`src/hdl/pfa_pkg.sv`:
```
// Shared types and constants for the prime field arithmetic unit.
package pfa_pkg;

  localparam int FIELD_WIDTH = 64;
  localparam int CNT_W       = $clog2(FIELD_WIDTH);
  localparam logic [63:0] MODULUS_RESET = 64'hFFFF_FFFF_0000_0001;

  typedef enum logic [2:0] {
    MODE_ADD = 3'd0,
    MODE_SUB = 3'd1,
    MODE_MUL = 3'd2,
    MODE_NEG = 3'd3,
    MODE_DBL = 3'd4,
    MODE_SQR = 3'd5,
    MODE_INV = 3'd6
  } mode_t;

  // operand pair loaded into the serial multiplier
  typedef enum logic [2:0] {
    MS_RED_A,
    MS_RED_B,
    MS_XY,
    MS_XX,
    MS_TT,
    MS_XT
  } mul_sel_t;

  typedef enum logic [1:0] {
    TS_ACC,
    TS_ALU,
    TS_ZERO,
    TS_ONE
  } t_src_t;

  typedef enum logic [3:0] {
    ST_IDLE,
    ST_LD_A,
    ST_RED_A,
    ST_LD_B,
    ST_RED_B,
    ST_EXEC,
    ST_MUL,
    ST_PSQ,
    ST_PCHK,
    ST_PML,
    ST_PADV,
    ST_WRITE
  } state_t;

  typedef struct packed {
    logic     load;
    logic     mul_start;
    mul_sel_t mul_sel;
    logic     mul_step;
    logic     wr_x;
    logic     wr_y;
    logic     t_wr;
    t_src_t   t_src;
    logic [2:0] alu_mode;
    logic     exp_load;
    logic     exp_shift;
    logic     out_load;
  } pfa_cmd_t;

  typedef struct packed {
    logic p_small;
    logic x_zero;
    logic exp_bit;
    logic out_free;
  } pfa_stat_t;

endpackage

```
`src/hdl/prime_field_alu.sv`:
```
// Top level of the prime field arithmetic unit: stream ports, configuration and checks.
//
//  channel   dir  handshake                     payload
//  s_axis    in   s_axis_tvalid/s_axis_tready   mode, operand_a, operand_b
//  m_axis    out  m_axis_tvalid/m_axis_tready   result
//  cfg       in   cfg_we                        modulus
//
// One item at a time. Reduction, multiply, square and inverse run on one bit-serial
// modular multiplier that takes a load step and then one multiplier bit per cycle
// (FIELD_WIDTH steps). Both operands are reduced first; add, subtract, negate and
// double then use modular add and subtract logic. Inverse adds up to FIELD_WIDTH
// multiply steps and FIELD_WIDTH-1 square steps.
// A modulus below two gives zero without reducing the operands.
// Reset (rst, synchronous) loads the default modulus and empties the output.
// The result waits in the output register; a new item is taken meanwhile and
// only its final write waits for that register to drain.
module prime_field_alu
  import pfa_pkg::*;
(
  input  logic         clk,
  input  logic         rst,
  input  logic         cfg_we,
  input  logic [63:0]  cfg_data,        // modulus
  input  logic         s_axis_tvalid,
  output logic         s_axis_tready,
  input  logic [135:0] s_axis_tdata,    // [2:0] mode, [66:3] operand_a, [130:67] operand_b
  output logic         m_axis_tvalid,
  input  logic         m_axis_tready,
  output logic [63:0]  m_axis_tdata     // [63:0] result
);

  pfa_cmd_t  cmd;
  pfa_stat_t stat;

  // Sequence the reduction, operation and result write.
  pfa_ctrl u_ctrl (
    .clk      (clk),
    .rst      (rst),
    .in_valid (s_axis_tvalid),
    .in_ready (s_axis_tready),
    .in_mode  (s_axis_tdata[2:0]),
    .stat     (stat),
    .cmd      (cmd)
  );

  // Hold the modulus and run the arithmetic.
  pfa_datapath u_dp (
    .clk       (clk),
    .rst       (rst),
    .cfg_we    (cfg_we),
    .cfg_data  (cfg_data),
    .in_a      (s_axis_tdata[66:3]),
    .in_b      (s_axis_tdata[130:67]),
    .cmd       (cmd),
    .stat      (stat),
    .out_data  (m_axis_tdata),
    .out_valid (m_axis_tvalid),
    .out_ready (m_axis_tready)
  );

`ifndef SYNTHESIS
  // after a transfer in, the block is busy in the next cycle
  a_busy_after_accept: assert property (@(posedge clk) disable iff (rst)
    s_axis_tvalid && s_axis_tready |=> !s_axis_tready)
    else $error("input accepted on consecutive cycles");

  // never overwrite a result that has not been taken
  a_no_overwrite: assert property (@(posedge clk) disable iff (rst)
    cmd.out_load |-> (!m_axis_tvalid || m_axis_tready))
    else $error("pending result overwritten");

  // a new result appears only from a result write
  a_valid_source: assert property (@(posedge clk) disable iff (rst)
    $rose(m_axis_tvalid) |-> $past(cmd.out_load))
    else $error("output valid without a result write");
`endif

endmodule

```
`src/hdl/pfa_datapath.sv`:
```
// Datapath: modulus register, operand registers, serial modular multiplier, output register.
module pfa_datapath
  import pfa_pkg::*;
(
  input  logic        clk,
  input  logic        rst,
  input  logic        cfg_we,
  input  logic [63:0] cfg_data,
  input  logic [63:0] in_a,
  input  logic [63:0] in_b,
  input  pfa_cmd_t    cmd,
  output pfa_stat_t   stat,
  output logic [63:0] out_data,
  output logic        out_valid,
  input  logic        out_ready
);

  localparam int W = FIELD_WIDTH;

  logic [W-1:0] p;
  logic [W-1:0] a_raw, b_raw;
  logic [W-1:0] x, y, t, acc;
  logic [W-1:0] mcand, mplier, expo;
  logic [W-1:0] res;
  logic [W-1:0] dbl, acc_next, alu_res;

  function automatic logic [W-1:0] add_mod(input logic [W-1:0] u, input logic [W-1:0] v,
                                           input logic [W-1:0] m);
    logic [W:0] s;
    s = {1'b0, u} + {1'b0, v};
    if (s >= {1'b0, m}) begin
      s = s - {1'b0, m};
    end
    return s[W-1:0];
  endfunction

  function automatic logic [W-1:0] sub_mod(input logic [W-1:0] u, input logic [W-1:0] v,
                                           input logic [W-1:0] m);
    logic [W-1:0] d;
    d = u - v;
    if (u < v) begin
      d = d + m;
    end
    return d;
  endfunction

  // one multiplier bit: double, then add the multiplicand when the bit is set
  always_comb begin
    dbl      = add_mod(acc, acc, p);
    acc_next = mplier[W-1] ? add_mod(dbl, mcand, p) : dbl;
  end

  always_comb begin
    unique case (cmd.alu_mode)
      MODE_ADD: alu_res = add_mod(x, y, p);
      MODE_SUB: alu_res = sub_mod(x, y, p);
      MODE_NEG: alu_res = sub_mod('0, x, p);
      MODE_DBL: alu_res = add_mod(x, x, p);
      default:  alu_res = '0;
    endcase
  end

  always_ff @(posedge clk) begin
    if (rst) begin
      p <= MODULUS_RESET[W-1:0];
    end else if (cfg_we) begin
      p <= cfg_data[W-1:0];
    end
  end

  // product registers take the value of the final step, written on that step
  always_ff @(posedge clk) begin
    if (cmd.load) begin
      a_raw <= in_a[W-1:0];
      b_raw <= in_b[W-1:0];
    end
    if (cmd.mul_start) begin
      acc <= '0;
      unique case (cmd.mul_sel)
        MS_RED_A: begin mcand <= W'(1); mplier <= a_raw; end
        MS_RED_B: begin mcand <= W'(1); mplier <= b_raw; end
        MS_XY:    begin mcand <= x;     mplier <= y;     end
        MS_XX:    begin mcand <= x;     mplier <= x;     end
        MS_TT:    begin mcand <= t;     mplier <= t;     end
        MS_XT:    begin mcand <= x;     mplier <= t;     end
        default:  begin mcand <= x;     mplier <= y;     end
      endcase
    end else if (cmd.mul_step) begin
      acc    <= acc_next;
      mplier <= {mplier[W-2:0], 1'b0};
    end
    if (cmd.wr_x) begin
      x <= acc_next;
    end
    if (cmd.wr_y) begin
      y <= acc_next;
    end
    if (cmd.t_wr) begin
      unique case (cmd.t_src)
        TS_ACC:  t <= acc_next;
        TS_ALU:  t <= alu_res;
        TS_ZERO: t <= '0;
        TS_ONE:  t <= W'(1);
        default: t <= '0;
      endcase
    end
    if (cmd.exp_load) begin
      expo <= p - W'(2);
    end else if (cmd.exp_shift) begin
      expo <= {expo[W-2:0], 1'b0};
    end
    if (cmd.out_load) begin
      res <= t;
    end
  end

  always_ff @(posedge clk) begin
    if (rst) begin
      out_valid <= 1'b0;
    end else if (cmd.out_load) begin
      out_valid <= 1'b1;
    end else if (out_ready) begin
      out_valid <= 1'b0;
    end
  end

  assign out_data      = 64'(res);
  assign stat.p_small  = (p < W'(2));
  assign stat.x_zero   = (x == '0);
  assign stat.exp_bit  = expo[W-1];
  assign stat.out_free = !out_valid || out_ready;

endmodule

```
`src/hdl/pfa_ctrl.sv`:
```
// Controller: sequences operand reduction, the selected operation and the result write.
module pfa_ctrl
  import pfa_pkg::*;
(
  input  logic       clk,
  input  logic       rst,
  input  logic       in_valid,
  output logic       in_ready,
  input  logic [2:0] in_mode,
  input  pfa_stat_t  stat,
  output pfa_cmd_t   cmd
);

  state_t           state, state_next;
  logic [2:0]       mode;
  logic [CNT_W-1:0] cnt, cnt_next;
  logic [CNT_W-1:0] ecnt, ecnt_next;
  logic             cnt_last, ecnt_last;

  assign cnt_last  = (cnt == CNT_W'(FIELD_WIDTH - 1));
  assign ecnt_last = (ecnt == CNT_W'(FIELD_WIDTH - 1));

  always_ff @(posedge clk) begin
    if (rst) begin
      state <= ST_IDLE;
      cnt   <= '0;
      ecnt  <= '0;
    end else begin
      state <= state_next;
      cnt   <= cnt_next;
      ecnt  <= ecnt_next;
    end
  end

  always_ff @(posedge clk) begin
    if (in_valid && in_ready) begin
      mode <= in_mode;
    end
  end

  always_comb begin
    state_next = state;
    cnt_next   = cnt;
    ecnt_next  = ecnt;
    in_ready   = 1'b0;
    cmd        = '0;
    cmd.alu_mode = mode;
    unique case (state)
      ST_IDLE: begin
        in_ready = 1'b1;
        if (in_valid) begin
          cmd.load = 1'b1;
          if (stat.p_small) begin
            cmd.t_wr  = 1'b1;
            cmd.t_src = TS_ZERO;
            state_next = ST_WRITE;
          end else begin
            state_next = ST_LD_A;
          end
        end
      end
      ST_LD_A: begin
        // raw operand was captured at accept; load it into the multiplier
        cmd.mul_start = 1'b1;
        cmd.mul_sel   = MS_RED_A;
        cnt_next      = '0;
        state_next    = ST_RED_A;
      end
      ST_RED_A: begin
        cmd.mul_step = 1'b1;
        cnt_next = cnt + 1'b1;
        if (cnt_last) begin
          cnt_next   = '0;
          cmd.wr_x   = 1'b1;
          state_next = ST_LD_B;
        end
      end
      ST_LD_B: begin
        cmd.mul_start = 1'b1;
        cmd.mul_sel   = MS_RED_B;
        cnt_next      = '0;
        state_next    = ST_RED_B;
      end
      ST_RED_B: begin
        cmd.mul_step = 1'b1;
        cnt_next = cnt + 1'b1;
        if (cnt_last) begin
          cnt_next   = '0;
          cmd.wr_y   = 1'b1;
          state_next = ST_EXEC;
        end
      end
      ST_EXEC: begin
        priority if (mode == MODE_MUL || mode == MODE_SQR) begin
          cmd.mul_start = 1'b1;
          cmd.mul_sel   = (mode == MODE_MUL) ? MS_XY : MS_XX;
          state_next    = ST_MUL;
        end else if (mode == MODE_INV && !stat.x_zero) begin
          cmd.t_wr      = 1'b1;
          cmd.t_src     = TS_ONE;
          cmd.exp_load  = 1'b1;
          ecnt_next     = '0;
          state_next    = ST_PCHK;
        end else if (mode == MODE_INV) begin
          cmd.t_wr      = 1'b1;
          cmd.t_src     = TS_ZERO;
          state_next    = ST_WRITE;
        end else begin
          cmd.t_wr      = 1'b1;
          cmd.t_src     = TS_ALU;
          state_next    = ST_WRITE;
        end
      end
      ST_MUL: begin
        cmd.mul_step = 1'b1;
        cnt_next = cnt + 1'b1;
        if (cnt_last) begin
          cnt_next   = '0;
          cmd.t_wr   = 1'b1;
          cmd.t_src  = TS_ACC;
          state_next = ST_WRITE;
        end
      end
      ST_PSQ: begin
        cmd.mul_step = 1'b1;
        cnt_next = cnt + 1'b1;
        if (cnt_last) begin
          cnt_next   = '0;
          cmd.t_wr   = 1'b1;
          cmd.t_src  = TS_ACC;
          state_next = ST_PCHK;
        end
      end
      ST_PCHK: begin
        // t is squared for this exponent bit except before the first one
        if (stat.exp_bit) begin
          cmd.mul_start = 1'b1;
          cmd.mul_sel   = MS_XT;
          state_next    = ST_PML;
        end else begin
          state_next    = ST_PADV;
        end
      end
      ST_PML: begin
        cmd.mul_step = 1'b1;
        cnt_next = cnt + 1'b1;
        if (cnt_last) begin
          cnt_next   = '0;
          cmd.t_wr   = 1'b1;
          cmd.t_src  = TS_ACC;
          state_next = ST_PADV;
        end
      end
      ST_PADV: begin
        cmd.exp_shift = 1'b1;
        if (ecnt_last) begin
          ecnt_next  = '0;
          state_next = ST_WRITE;
        end else begin
          ecnt_next     = ecnt + 1'b1;
          cmd.mul_start = 1'b1;
          cmd.mul_sel   = MS_TT;
          state_next    = ST_PSQ;
        end
      end
      ST_WRITE: begin
        if (stat.out_free) begin
          cmd.out_load = 1'b1;
          state_next   = ST_IDLE;
        end
      end
      default: state_next = ST_IDLE;
    endcase
  end

endmodule

```
`config.mk`:
```
export PLATFORM = sky130hd
export DESIGN_NAME = prime_field_alu
export DESIGN_NICKNAME = d
export VERILOG_FILES = /design/src/hdl/pfa_pkg.sv /design/src/hdl/prime_field_alu.sv /design/src/hdl/pfa_datapath.sv /design/src/hdl/pfa_ctrl.sv
export SDC_FILE = /design/constraint.sdc
export NUM_CORES = 2
export LEC_CHECK = 0
export ABC_AREA = 1
export BUFFER_PORTS_ARGS = -buffer_cell sky130_fd_sc_hd__buf_2
export CAP_MARGIN = 20
export CORE_MARGIN = 8
export CORE_UTILIZATION = 25
export CTS_CLUSTER_SIZE = 16
export DETAILED_ROUTE_END_ITERATION = 16
export GPL_TIMING_DRIVEN = 0
export PLACE_DENSITY_LB_ADDON = 0.2
export SETUP_SLACK_MARGIN = 0.3
export SLEW_MARGIN = 20
export SYNTH_ARGS = -nofsm -noshare
export SYNTH_HDL_FRONTEND = slang
export SYNTH_SLANG_ARGS = --single-unit
export TNS_END_PERCENT = 1
```
`constraint.sdc`:
```
create_clock -name clk -period 12.91 [get_ports clk]
set_clock_uncertainty 0.05 [all_clocks]
set_input_delay 0.6455 -clock clk [delete_from_list [all_inputs] [get_ports clk]]
set_output_delay 0.6455 -clock clk [all_outputs]
set_load 0.02 [all_outputs]
```
After elaboration in Yosys (flattened, before gate mapping). Index checks and enable logic that the tools add are counted.

Add/subtract/negate cells: 15. Equal/unequal tests: 35. Multiplexer cells: 61. Magnitude comparators: 7. Reductions and logical operators: 23.

Operators by type and width (count): one-hot mux 64 bit (4 select lines) (3); two-way mux 64 bit (11); subtractor 64 bit (5); adder 64 x 64 -> 65 bit (4); >= comparator 65 x 64 -> 1 bit (4); adder 64 bit (2); one-hot mux 64 bit (2 select lines) (1); logical NOT 64 bit (1); < comparator 1 x 64 -> 1 bit, first input constant (1); < comparator 64 x 2 -> 1 bit, second input constant (1); < comparator 64 bit (1); subtractor 1 x 64 -> 64 bit, first input constant (1); subtractor 64 x 2 -> 64 bit, second input constant (1); two-way mux 4 bit (13); one-hot mux 4 bit (12 select lines) (1); two-way mux 6 bit (4); one-hot mux 6 bit (2 select lines) (2); one-hot mux 4 bit (5 select lines) (1); equality test 4 x 3 -> 1 bit, second input constant (4); equality test 4 bit, second input constant (4); two-way mux 1 bit (16); equality test 3 bit, second input constant (5); two-way mux 3 bit (5); adder 6 x 1 -> 6 bit, second input constant (2); 23 further kinds (48).

Logic and storage cells: 157. Input bits: 205. Flip-flop bits (word level): 724. Output and inout port bits: 66.

Logic depth before layout (Yosys ltp).
Word-level depth: 8. Mapped depth: 51. Mapped depth without buffers: 50.

Hierarchy. From an unflattened synthesis, not the netlist that was laid out.

Cell total of the unflattened synthesis: 13958. Area total of the unflattened synthesis: 83979.3 um^2.

Modules (own cells, without submodules): pfa_datapath (times used 1, sequential area each 19879.1 um^2, cells an instance 13751, area each 82683.0 um^2); pfa_ctrl (times used 1, sequential area each 410.4 um^2, cells an instance 207, area each 1296.2 um^2).

Worst setup path before layout. Ideal clock, no wire load.

Path kind: input to register. Start point: in s_axis_tvalid. End point: reg u_ctrl.mode[0], enable pin. Buffers on the path: 0. Required time: 12078 ps. Stages: 2. Setup slack: 2598 ps. Arrival: 9480 ps. Library setup time: 782 ps. Cells stage by stage: inv_1 nor3_1.

Cells in the longest elaborated chain, start to end: 1.

Ends and longest elaborated chain: from (decl) (line prime_field_alu.sv:24) `input logic s_axis_tvalid,`; logical AND 1 bit (line pfa_ctrl.sv:36) `if (in_valid && in_ready) begin`; to (signal assigned) (line pfa_ctrl.sv:37) `mode <= in_mode;`; to (decl) (line pfa_ctrl.sv:15) `logic [2:0] mode;`.

No other way between the ends. A chain may end at the register's enable or synchronous reset.

Final worst setup path.
Start point: reg u_dp.p[16]. End point: reg u_dp.t[0] (data pin).

Cells in the longest elaborated chain, start to end: 7. Elaborated cells on any way between the ends: 22. Classes of those cells: add/sub (3); order compare (5); eq/ne (3); mux (10); reduce/logical (1).

Ends and longest elaborated chain: from (decl) (line pfa_datapath.sv:20) `logic [W-1:0] p;`; from (signal assigned) (line pfa_datapath.sv:65) `p <= MODULUS_RESET[W-1:0];`; from (signal assigned) (line pfa_datapath.sv:67) `p <= cfg_data[W-1:0];`; >= comparator 65 x 64 -> 1 bit or subtractor 64 bit (tied branches) (line pfa_datapath.sv:31, pfa_datapath.sv:32); two-way mux 64 bit (line pfa_datapath.sv:31) `if (s >= {1'b0, m}) begin`; adder 64 x 64 -> 65 bit (line pfa_datapath.sv:30) `s = {1'b0, u} + {1'b0, v};`; subtractor 64 bit or >= comparator 65 x 64 -> 1 bit (tied branches) (line pfa_datapath.sv:32, pfa_datapath.sv:31); two-way mux 64 bit (line pfa_datapath.sv:31); two-way mux 64 bit * (line pfa_datapath.sv:50) `acc_next = mplier[W-1] ? add_mod(dbl, mcand, p) : dbl;`; via u_dp.acc_next[0] (line pfa_datapath.sv:25) `logic [W-1:0] dbl, acc_next, alu_res;`; one-hot mux 64 bit (4 select lines) * (line pfa_datapath.sv:99) `unique case (cmd.t_src)`; to (signal assigned) (line pfa_datapath.sv:100) `TS_ACC: t <= acc_next;`; to (signal assigned) (line pfa_datapath.sv:101) `TS_ALU: t <= alu_res;`; to (decl) (line pfa_datapath.sv:22) `logic [W-1:0] x, y, t, acc;`.

The timed path passes the listed nets; every way through them passes the cells marked *.

==> impl_metrics.tcl <==
set metrics [dict create \
    status "complete, no violations" \
    post-route-util 0.292 \
    critPathLaunchType "flop" \
    core_region_area_um2 337000 \
    worst_path_dominant_cell_family "simple AND/OR/NAND/NOR gates" \
    synth-edff-count 579 \
    numClockSinks 724 \
    synth_seq_cells 724 \
    unrepaired_setup_endpoints_after_global_routing "no" \
    finalWeightedCongestion 1.09 \
    critPathCaptureType "flop" \
    max_stage_delay_on_crit_path_ns 0.79 \
    worstHoldStart "cfg_data[4]" \
    critical_path_peak_fanout 10 \
    insertion_delay_ns 0.94 \
    netlist-cell-type-count 59 \
    vias_per_cell 5.34 \
    floorplan.die.height_um 597 \
    reg2reg_start "u_dp.p[16]" \
    clk_pin_slew_worst_paths_ns 0.06 \
    route.final.wire_length_um 712000 \
    hp-class "in2reg" \
    most-common-layout-cells "nand2_1 (4472), inv_1 (2047), nor2_1 (1581)" \
    worst-setup-path-type "reg2reg" \
    initial_core_util 0.251 \
    setup-violations-final 0 \
    startpoint "u_dp.p[16]" \
    syn_inst 14001 \
    postSynth.asyncResetShare 0 \
    final_layout_size_suffix_gt1_frac 0.0663 \
    synth_nets 14793 \
    finalCriticalPeriod_ns 12.80 \
    die_w_um 597 \
    groute.usage.overall 0.382 \
    regArea_um2 20300 \
    max-cap-violations 0 \
    largest_net_degree_at_the_start_of_global_routing 58 \
    slew_headroom 0.148 \
    design.final.nets 15401 \
    clockRootBuffer "clkbuf_16" \
    area_growth_syn_to_layout_pct 16.2 \
    worstPathBufferInverterCount 5 \
    drc_errors 0 \
    grt_pass1_vias 99874 \
    critical_path.slowest_cell "xor2_1" \
    io_buffers 264 \
    layout_commonest_cell "nand2_1" \
    instance_area_after_placement_um2 93100 \
    die_area_um2 357000 \
    synthesis.area_per_instance_um2 6.04 \
    detailedRoute.firstPassIterationCount 6 \
    area_of_combinational_cells_with_multiple_inputs_um2 54800 \
    grt_overflow_total 0 \
    drt_iter0_drc 11413 \
    grt_antenna_before_repair 93 \
    final_min_period_over_clock_period 0.991 \
    tritoncts "built" \
    wl_cell_um 37.0 \
    timing.final.hold_violations 0 \
    achievable-frequency_mhz 78.1 \
    synth_warnings 0 \
    worst_max_slew_pin_slew_ns 1.26 \
    number_of_fill_cells_in_the_layout 39096 \
    crit_required_ns 13.23 \
    first_pass_grt_wire_length_um 914000 \
    final_antenna_net_count 0 \
    total_leakage_power_nw 46.6 \
    num_vias 102839 \
    fin_tns_setup_ns 0 \
    synthFlopType "edfxtp_1" \
    power.density_nw_per_um2 206 \
    worstPathArrival_ns 13.12 \
    design.portCount 271 \
    ctsLongestPathBuffers 4 \
    holdWs_ns 0.0601 \
    final-max-slew-violation-count 0 \
    cts_buffers 95 \
    yosysSeqAreaShare 0.240 \
    worst_case_vdd_ir_drop_v 0.000254 \
    detailedPlacementHpwl_um 628000 \
    synth_area_um2 84500 \
    critPathMostFrequentCell "nand2_1" \
    cts_max_level 3 \
    finalInstanceArea_um2 98200 \
    rows 213 \
]
[worst paths after layout]
| kind | to | slack [ns] | cells past startpoint |
|---|---|---|---|
| max | u_dp.t[0] | 0.11 | 37 |
| min | u_dp.p[4] | 0.06 | 3 |
| max reg2reg | u_dp.t[0] | 0.11 | 37 |
| min reg2reg | u_dp.acc[24] | 0.43 | 2 |
[worst reg2reg max path: cells and delay by family (launching register included)]
family,cells,cell delay [ns]
simple gates,22,4.70
buf+inv,5,1.73
xor+xnor,1,0.79
fa+ha+maj,3,1.41
compound gates,6,3.10
flops,1,0.56
[power by group]
group	switching, W	internal, W	total, W	leakage (nW)
sequential	0.000324	0.00327	0.00359	6.56
combinational	0.0105	0.00329	0.0138	38.5
clock	0.00126	0.00158	0.00283	1.53
total	0.0121	0.00814	0.0203	46.6
[kinds of logic after synthesis]
family          Yosys count  synth area share
buf+inv                2455             0.114
compound gates         2002             0.131
fa+ha+maj               587            0.0877
simple gates           7798             0.382
xor+xnor                435            0.0451
flops                   724             0.240
[cells in the mapped netlist (10+ instances only)]
| cell | number | area, µm² |
|---|---|---|
| buf_4 | 17 | 128 |
| nor4_1 | 47 | 294 |
| o211ai_1 | 45 | 338 |
| clkbuf_1 | 118 | 443 |
| nor2_4 | 12 | 135 |
| edfxtp_1 | 579 | 17400 |
| ha_1 | 578 | 7230 |
| buf_6 | 21 | 236 |
| xor2_1 | 310 | 2720 |
| a21oi_1 | 933 | 4670 |
| dfxtp_1 | 145 | 2900 |
| o2111ai_1 | 64 | 561 |
| inv_2 | 59 | 221 |
| buf_2 | 129 | 646 |
| nand2_2 | 23 | 144 |
| o21bai_1 | 119 | 893 |
| o21ai_1 | 91 | 455 |
| a21o_1 | 30 | 225 |
| a21oi_2 | 49 | 429 |
| nand4_1 | 179 | 1120 |
| nor2_2 | 18 | 113 |
| xnor2_1 | 125 | 1090 |
| nor2_1 | 1590 | 5970 |
| buf_1 | 16 | 60.1 |
| a21boi_0 | 16 | 120 |
| nand2_1 | 4473 | 16800 |
| nand3_1 | 1121 | 5610 |
| or2_2 | 12 | 75.1 |
| nor3_2 | 13 | 130 |
| nand3b_1 | 63 | 473 |
| inv_1 | 2089 | 7840 |
| o21a_1 | 24 | 180 |
| and2_1 | 58 | 363 |
| o21ai_0 | 606 | 3030 |
| and3_1 | 10 | 62.6 |
| nor3_1 | 161 | 806 |
[per-layer routing]
| layer | global-route usage | share of wire |
|---|---|---|
| met3 | 0.0719 | 0.066 |
| met2 | 0.617 | 0.45 |
| met1 | 0.423 | 0.37 |
| met5 | 0 | 0.00023 |
| met4 | 0.358 | 0.11 |
[stage by stage]
stage	power, W	setup slack (ns)	instances
2_1_floorplan	0.0105	2.60	14001
3_3_place_gp	0.0168	-4.87	18780
3_5_place_dp	0.0168	-0.706	18861
4_1_cts	0.0197	0.327	19193
5_1_grt	0.0208	0.241	19211
6_report	0.0203	0.110	19259
[flip-flops by register name, indices dropped and copies added (netlist names)]
name / flops
u_ctrl.cnt: 6
u_ctrl.ecnt: 6
u_ctrl.mode: 3
u_ctrl.state: 4
u_dp.a_raw: 64
u_dp.acc: 64
u_dp.b_raw: 64
u_dp.expo: 64
u_dp.mcand: 64
u_dp.mplier: 64
u_dp.out_data: 64
u_dp.out_valid: 1
u_dp.p: 64
u_dp.t: 64
u_dp.x: 64
u_dp.y: 64
[final cells by class]
type / count / share of cell area
antenna: 63 / 0.00161
inverter: 2152 / 0.0823
sequential: 724 / 0.207
tap: 4515 / 0.0575
timing repair buffer: 511 / 0.0452
buffer: 303 / 0.0161
multi-input combinational: 10822 / 0.558
clock buffer: 114 / 0.0258
clock inverter: 55 / 0.00623
[what timing repair did]
item	CTS	global route
cloned	0	0
pin swaps	0	1
setup buffers	0	1
endpoints found under the setup margin	154	157
endpoints found under the hold margin	163	0
hold buffers	163	0
gates resized for setup	6	11
No activity file was read; power rests on OpenSTA's default activity.
